--- src/hdl/gfpe_ram.sv ---
// ----------------------------------------------------------------------------
// gfpe_ram
// Generic simple dual-port RAM: one write port, one read port with a
// registered read.
// ----------------------------------------------------------------------------
module gfpe_ram #(
   parameter int WIDTH = 8,
   parameter int DEPTH = 16
) (
   input  logic                                       clock,
   input  logic                                       we,
   input  logic [((DEPTH > 1) ? $clog2(DEPTH) : 1)-1:0] waddr,
   input  logic [WIDTH-1:0]                           wdata,
   input  logic                                       re,
   input  logic [((DEPTH > 1) ? $clog2(DEPTH) : 1)-1:0] raddr,
   output logic [WIDTH-1:0]                           rdata
);

   logic [WIDTH-1:0] mem_ff [DEPTH];
   logic [WIDTH-1:0] rdata_ff;

   always_ff @(posedge clock) begin
      if (we) begin
         mem_ff[waddr] <= wdata;
      end
      if (re) begin
         rdata_ff <= mem_ff[raddr];
      end
   end

   assign rdata = rdata_ff;

endmodule

--- config.mk ---
export PLATFORM = sky130hd
export DESIGN_NAME = gfpe_ram
export DESIGN_NICKNAME = d
export VERILOG_FILES = /design/src/hdl/gfpe_ram.sv
export SDC_FILE = /design/constraint.sdc
export NUM_CORES = 1
export LEC_CHECK = 0
export BUFFER_PORTS_ARGS = -buffer_cell sky130_fd_sc_hd__buf_2
export CAP_MARGIN = 20
export CORE_MARGIN = 2
export CORE_UTILIZATION = 61
export CTS_BUF_LIST = sky130_fd_sc_hd__clkbuf_4 sky130_fd_sc_hd__clkbuf_8
export DETAILED_ROUTE_END_ITERATION = 6
export PLACE_DENSITY = 0.79
export SLEW_MARGIN = 20
export SYNTH_ARGS = -nofsm -noshare
export SYNTH_HDL_FRONTEND = slang
export SYNTH_SLANG_ARGS = --single-unit
--- constraint.sdc ---
create_clock -name clock -period 1.7 [get_ports clock]
set_input_delay 0.085 -clock clock [delete_from_list [all_inputs] [get_ports clock]]
set_output_delay 0.085 -clock clock [all_outputs]
set_load 0.01 [all_outputs]
After elaboration in Yosys (flattened, before gate mapping)
Memory sizes are Yosys's and may differ from the RTL's. A register that Yosys moved wholly into a read port is not among the register bits.
Cells that the tools add are included.
- output and inout port bits: 8
- register bits: 0
- bits in writable memories: 128
- bits in latches: 0
- bits in read-only memories: 0
- memories kept: 1
- div/mod/pow operators: 0
- bitwise logic cells: 0
- multiplexer cells: 2
- magnitude comparators: 0
- multipliers: 0
- reduce and logical (&&, ||, !) cells: 0
- shifts and indexed selects: 0
- equal/unequal tests: 0
- add/sub/neg operators: 0
- memory list (memory ; words ; bits a word ; read ports ; clocked after memory_dff ; wr ports ; RTL line ; RTL):
    mem_ff ; 16 ; 8 ; 1 ; 1 ; 1 ; 19 ; logic [WIDTH-1:0] mem_ff [DEPTH];
- operators with widths (operator ; count):
    1-bit two-way mux ; 2

Longest topological paths before layout
- depth in word-level cells: 2
- gate-level depth with buffers: 5

Worst setup path before layout
Ideal clock, no wire load.
- path type: in2reg
- start: in waddr[2] (netlist bit)
- end: mem mem_ff[0][0], enable pin
- cell stages on the path: 2
- library setup time: 0.383 ns
- data required time: 1.317 ns
- setup slack: 0.122 ns
- buffers on the path: 0
- data arrival time: 1.195 ns
- cell sequence: or3b_2 nor3_1
- RTL lines (what ; RTL line ; RTL):
    start, declared ; 12 ; input logic [((DEPTH > 1) ? $clog2(DEPTH) : 1)-1:0] waddr,
    end, declared ; 19 ;
No word-level cell before the write port.

==> report_table.html <==
<table>
<tr><th>Metric</th><th>Value</th></tr>
<tr><th colspan="2">Run status</th></tr>
<tr><td>Result of the run</td><td>completed</td></tr>
<tr><th colspan="2">STA</th></tr>
<tr><td>Count of final setup violators</td><td>0</td></tr>
<tr><td>Shortest clock period the worst path allows after layout</td><td>about 1600 ps</td></tr>
<tr><td>Highest clock frequency the design can meet</td><td>between 600 and 700 MHz</td></tr>
<tr><td>Unrepaired setup endpoints after global routing</td><td>false</td></tr>
<tr><td>Post-route fraction of the period consumed by the critical path</td><td>0.917</td></tr>
<tr><td>Actual slew at the worst max-slew pin</td><td>367 ps</td></tr>
<tr><td>Endpoints failing hold</td><td>0</td></tr>
<tr><td>Worst-case clock skew</td><td>roughly 9.2 ps</td></tr>
<tr><td>Rel. slew slack</td><td>0.756</td></tr>
<tr><td>Max Transition Viols Final</td><td>0</td></tr>
<tr><td>Sum Neg Setup Slack</td><td>0 ps</td></tr>
<tr><th colspan="2">Synth</th></tr>
<tr><td>Dominant register cell in the synthesized netlist</td><td>sky130_fd_sc_hd__edfxtp_1</td></tr>
<tr><td>Number of synthesized flops with an enable pin</td><td>136</td></tr>
<tr><td>Number of distinct library cells after synthesis</td><td>18</td></tr>
<tr><td>Synth Net Count</td><td>248</td></tr>
<tr><td>Synth Cell Area</td><td>5230 µm²</td></tr>
<tr><td>Per-instance average area after synthesis</td><td>22.8 µm²</td></tr>
<tr><td>Portion of the post-synthesis area used by sequential elements</td><td>0.781</td></tr>
<tr><td>Warnings from Yosys</td><td>0</td></tr>
<tr><td>Synth Instances</td><td>229</td></tr>
<tr><td>Fraction of registers with async set or reset after synthesis</td><td>0</td></tr>
<tr><td>Flip-flop and latch count after synthesis</td><td>136</td></tr>
<tr><th colspan="2">Routing</th></tr>
<tr><td>Residual antenna-violating net count after detailed routing</td><td>0</td></tr>
<tr><td>Vias per cell</td><td>6.07</td></tr>
<tr><td>Total length of routed wires</td><td>9480 µm</td></tr>
<tr><td>DR pass1 iterations</td><td>4</td></tr>
<tr><td>Vias</td><td>2,452</td></tr>
<tr><td>First-iteration detailed-routing DRC count</td><td>approximately 250</td></tr>
<tr><td>DRC viols</td><td>0</td></tr>
<tr><td>WL/cell</td><td>23.5 µm</td></tr>
<tr><th colspan="2">Die</th></tr>
<tr><td>Die Span X</td><td>a little under 100 µm</td></tr>
<tr><td>Full die area</td><td>9330 µm²</td></tr>
<tr><td>Core region area</td><td>8260 µm²</td></tr>
<tr><td>Vertical die dimension</td><td>just under 100 µm</td></tr>
<tr><td>Initial Util</td><td>0.633</td></tr>
<tr><td>Std-Cell Rows</td><td>33</td></tr>
<tr><td>IO Count</td><td>27</td></tr>
<tr><th colspan="2">Layout</th></tr>
<tr><td>Number of antenna repair diodes</td><td>0</td></tr>
<tr><td>Count of non-filler cells in the finished layout</td><td>404</td></tr>
<tr><td>Number of nets in the finished design</td><td>306</td></tr>
<tr><td>Post-route cell area</td><td>approximately 6000 µm²</td></tr>
<tr><td>Layout cell share with drive strength beyond 1</td><td>0.328</td></tr>
<tr><td>Growth of design area from synthesis to finish</td><td>15.0%</td></tr>
<tr><th colspan="2">Setup path</th></tr>
<tr><td>Crit end category</td><td>flip-flop</td></tr>
<tr><td>Largest driver fanout on the critical path</td><td>1</td></tr>
<tr><td>Required time of the critical path</td><td>1860 ps</td></tr>
<tr><td>Signal arrival time at the worst endpoint</td><td>1720 ps</td></tr>
<tr><td>Category of the critical setup timing path</td><td>reg -&gt; reg</td></tr>
<tr><td>Worst setup SP type</td><td>flip-flop</td></tr>
<tr><th colspan="2">Clock network</th></tr>
<tr><td>Total number of H-tree levels</td><td>4</td></tr>
<tr><td>Clock Pin Slew Worst Setup and Hold Paths</td><td>80 ps</td></tr>
<tr><td>CTS tree</td><td>built</td></tr>
<tr><td>Root Driver</td><td>sky130_fd_sc_hd__clkbuf_8</td></tr>
<tr><td>Number of gates resized after CTS</td><td>0</td></tr>
<tr><td>Sink count of the clock tree</td><td>136</td></tr>
<tr><td>Insertion delay of the later-clocked pin in the worst-skew pair</td><td>around 420 ps</td></tr>
<tr><td>Number of buffers added by the clock tree synthesis step</td><td>17</td></tr>
<tr><td># Post-CTS Setup Buffers</td><td>0</td></tr>
<tr><td>Max Root-Sink Buffers</td><td>2</td></tr>
<tr><td>Post-cts hold buffer count</td><td>0</td></tr>
<tr><th colspan="2">Place</th></tr>
<tr><td>Instance area after placement</td><td>5610 µm²</td></tr>
<tr><td>Port bufs</td><td>26</td></tr>
<tr><td>Final weighted congestion in routability-driven placement</td><td>0.757</td></tr>
<tr><td># placed instances</td><td>approximately 370</td></tr>
<tr><td>Post-detail-place hpwl</td><td>6350 µm</td></tr>
<tr><th colspan="2">Power</th></tr>
<tr><td>VDD IR max</td><td>0.664 mV</td></tr>
<tr><td>Total leakage power</td><td>between 0.002 and 0.0025 µW</td></tr>
<tr><td>Ratio of total power to cell area</td><td>1130 nW/µm²</td></tr>
<tr><th colspan="2">Global route</th></tr>
<tr><td>Pin count of the biggest net entering global routing</td><td>22</td></tr>
<tr><td>Number of global-route vias before repair</td><td>2,535</td></tr>
<tr><td>Sum of overflow across all layers after global routing</td><td>0</td></tr>
<tr><td>GRT Util Overall</td><td>0.235</td></tr>
<tr><td>Wire length of the first global-routing pass</td><td>14,700 µm</td></tr>
<tr><td>Initial antenna violation count</td><td>0</td></tr>
<tr><th colspan="2">Worst hold path</th></tr>
<tr><td>Path type of the worst min-delay path</td><td>in -&gt; reg</td></tr>
<tr><th colspan="2">Run</th></tr>
<tr><td>Number of violations of the max-capacitance limit</td><td>0</td></tr>
</table>
==> cells by family after synthesis <==
| logic type | count (synthesis) | synth area share |
|---|---|---|
| compound gates | 16 | 0.0230 |
| buf+inv | 10 | 0.0165 |
| flops | 136 | 0.781 |
| mux | 32 | 0.148 |
| simple gates | 35 | 0.0314 |
==> area by class of cell <==
class                           instances  area (µm²)
Sequential cell                       136        4080
Fill cell                             480        2250
Multi-Input combinational cell         83        1060
Timing Repair Buffer                   49         340
Clock buffer                           18         241
Clock inverter                         13         156
Tap cell                              105         131
==> cells in the final DEF (no fill, tap or decap) <==
cell,n
sky130_fd_sc_hd__nand3b_1,2
sky130_fd_sc_hd__mux4_2,18
sky130_fd_sc_hd__buf_4,20
sky130_fd_sc_hd__mux4_1,14
sky130_fd_sc_hd__clkinvlp_4,4
sky130_fd_sc_hd__nor3_1,4
sky130_fd_sc_hd__clkinv_4,2
sky130_fd_sc_hd__nor2b_1,1
sky130_fd_sc_hd__clkinv_1,1
sky130_fd_sc_hd__nor2_1,13
sky130_fd_sc_hd__nand2b_1,2
sky130_fd_sc_hd__nand2_1,9
sky130_fd_sc_hd__and2_1,1
sky130_fd_sc_hd__buf_2,26
sky130_fd_sc_hd__or3b_2,1
sky130_fd_sc_hd__clkbuf_4,1
sky130_fd_sc_hd__clkbuf_8,17
sky130_fd_sc_hd__bufinv_16,3
sky130_fd_sc_hd__nand3_1,1
sky130_fd_sc_hd__and2b_1,1
sky130_fd_sc_hd__clkinv_2,3
sky130_fd_sc_hd__buf_12,3
sky130_fd_sc_hd__a22oi_1,16
sky130_fd_sc_hd__edfxtp_1,136
==> critical path: stages (launching register included) <==
cell	delay, ps
sky130_fd_sc_hd__edfxtp_1	410
sky130_fd_sc_hd__mux4_2	490
sky130_fd_sc_hd__a22oi_1	300
sky130_fd_sc_hd__nand2_1	100
==> cells in the mapped netlist, types with 2 or more instances <==
master | number | area, µm²
sky130_fd_sc_hd__edfxtp_1 | 136 | 4080
sky130_fd_sc_hd__buf_6 | 3 | 33.8
sky130_fd_sc_hd__nand3b_1 | 2 | 15.0
sky130_fd_sc_hd__mux4_1 | 14 | 368
sky130_fd_sc_hd__nor2_1 | 13 | 48.8
sky130_fd_sc_hd__buf_2 | 3 | 15.0
sky130_fd_sc_hd__nand2_1 | 9 | 33.8
sky130_fd_sc_hd__clkdlybuf4s25_2 | 3 | 30.0
sky130_fd_sc_hd__mux4_2 | 18 | 405
sky130_fd_sc_hd__nor3_1 | 4 | 20.0
sky130_fd_sc_hd__nand2b_1 | 2 | 12.5
sky130_fd_sc_hd__a22oi_1 | 16 | 120
==> metal layers <==
metal,part of all wire,track usage,wire [µm]
met5,0,0,0
met4,0.014,0.0845,134
met3,0.066,0.0597,622
met2,0.52,0.380,4940
met1,0.40,0.316,3790
==> power breakdown <==
group          internal [µW]  switching (µW)
logic                    157             197
clock network           1450            1170
registers               3770            21.2
total                   5380            1390
==> worst paths after layout <==
check,start,slack (ps),cells after the start,end
setup reg to reg,mem_ff[0][4]$_DFFE_PP_,140,3,rdata[4]$_DFFE_PP_
setup / recovery,mem_ff[0][4]$_DFFE_PP_,140,3,rdata[4]$_DFFE_PP_
hold / removal,re,40,1,rdata[0]$_DFFE_PP_
hold reg to reg,mem_ff[11][2]$_DFFE_PP_,770,3,rdata[2]$_DFFE_PP_
==> metrics by stage <==
step	hold WS [ps]	worst slack (ps)	util	total power [µW]
2_1_floorplan	184	122	-	4060
3_3_place_gp	465	100	0.680	4210
3_5_place_dp	474	55.0	0.680	4230
4_1_cts	17.3	117	0.728	6820
5_1_grt	22.2	140	0.728	6990
6_report	38.1	142	0.728	6770
==> sequential cells by signal, indices dropped and copies added (netlist names) <==
signal and count:
mem_ff 128, rdata 8
(Power assumes the default switching activity.)
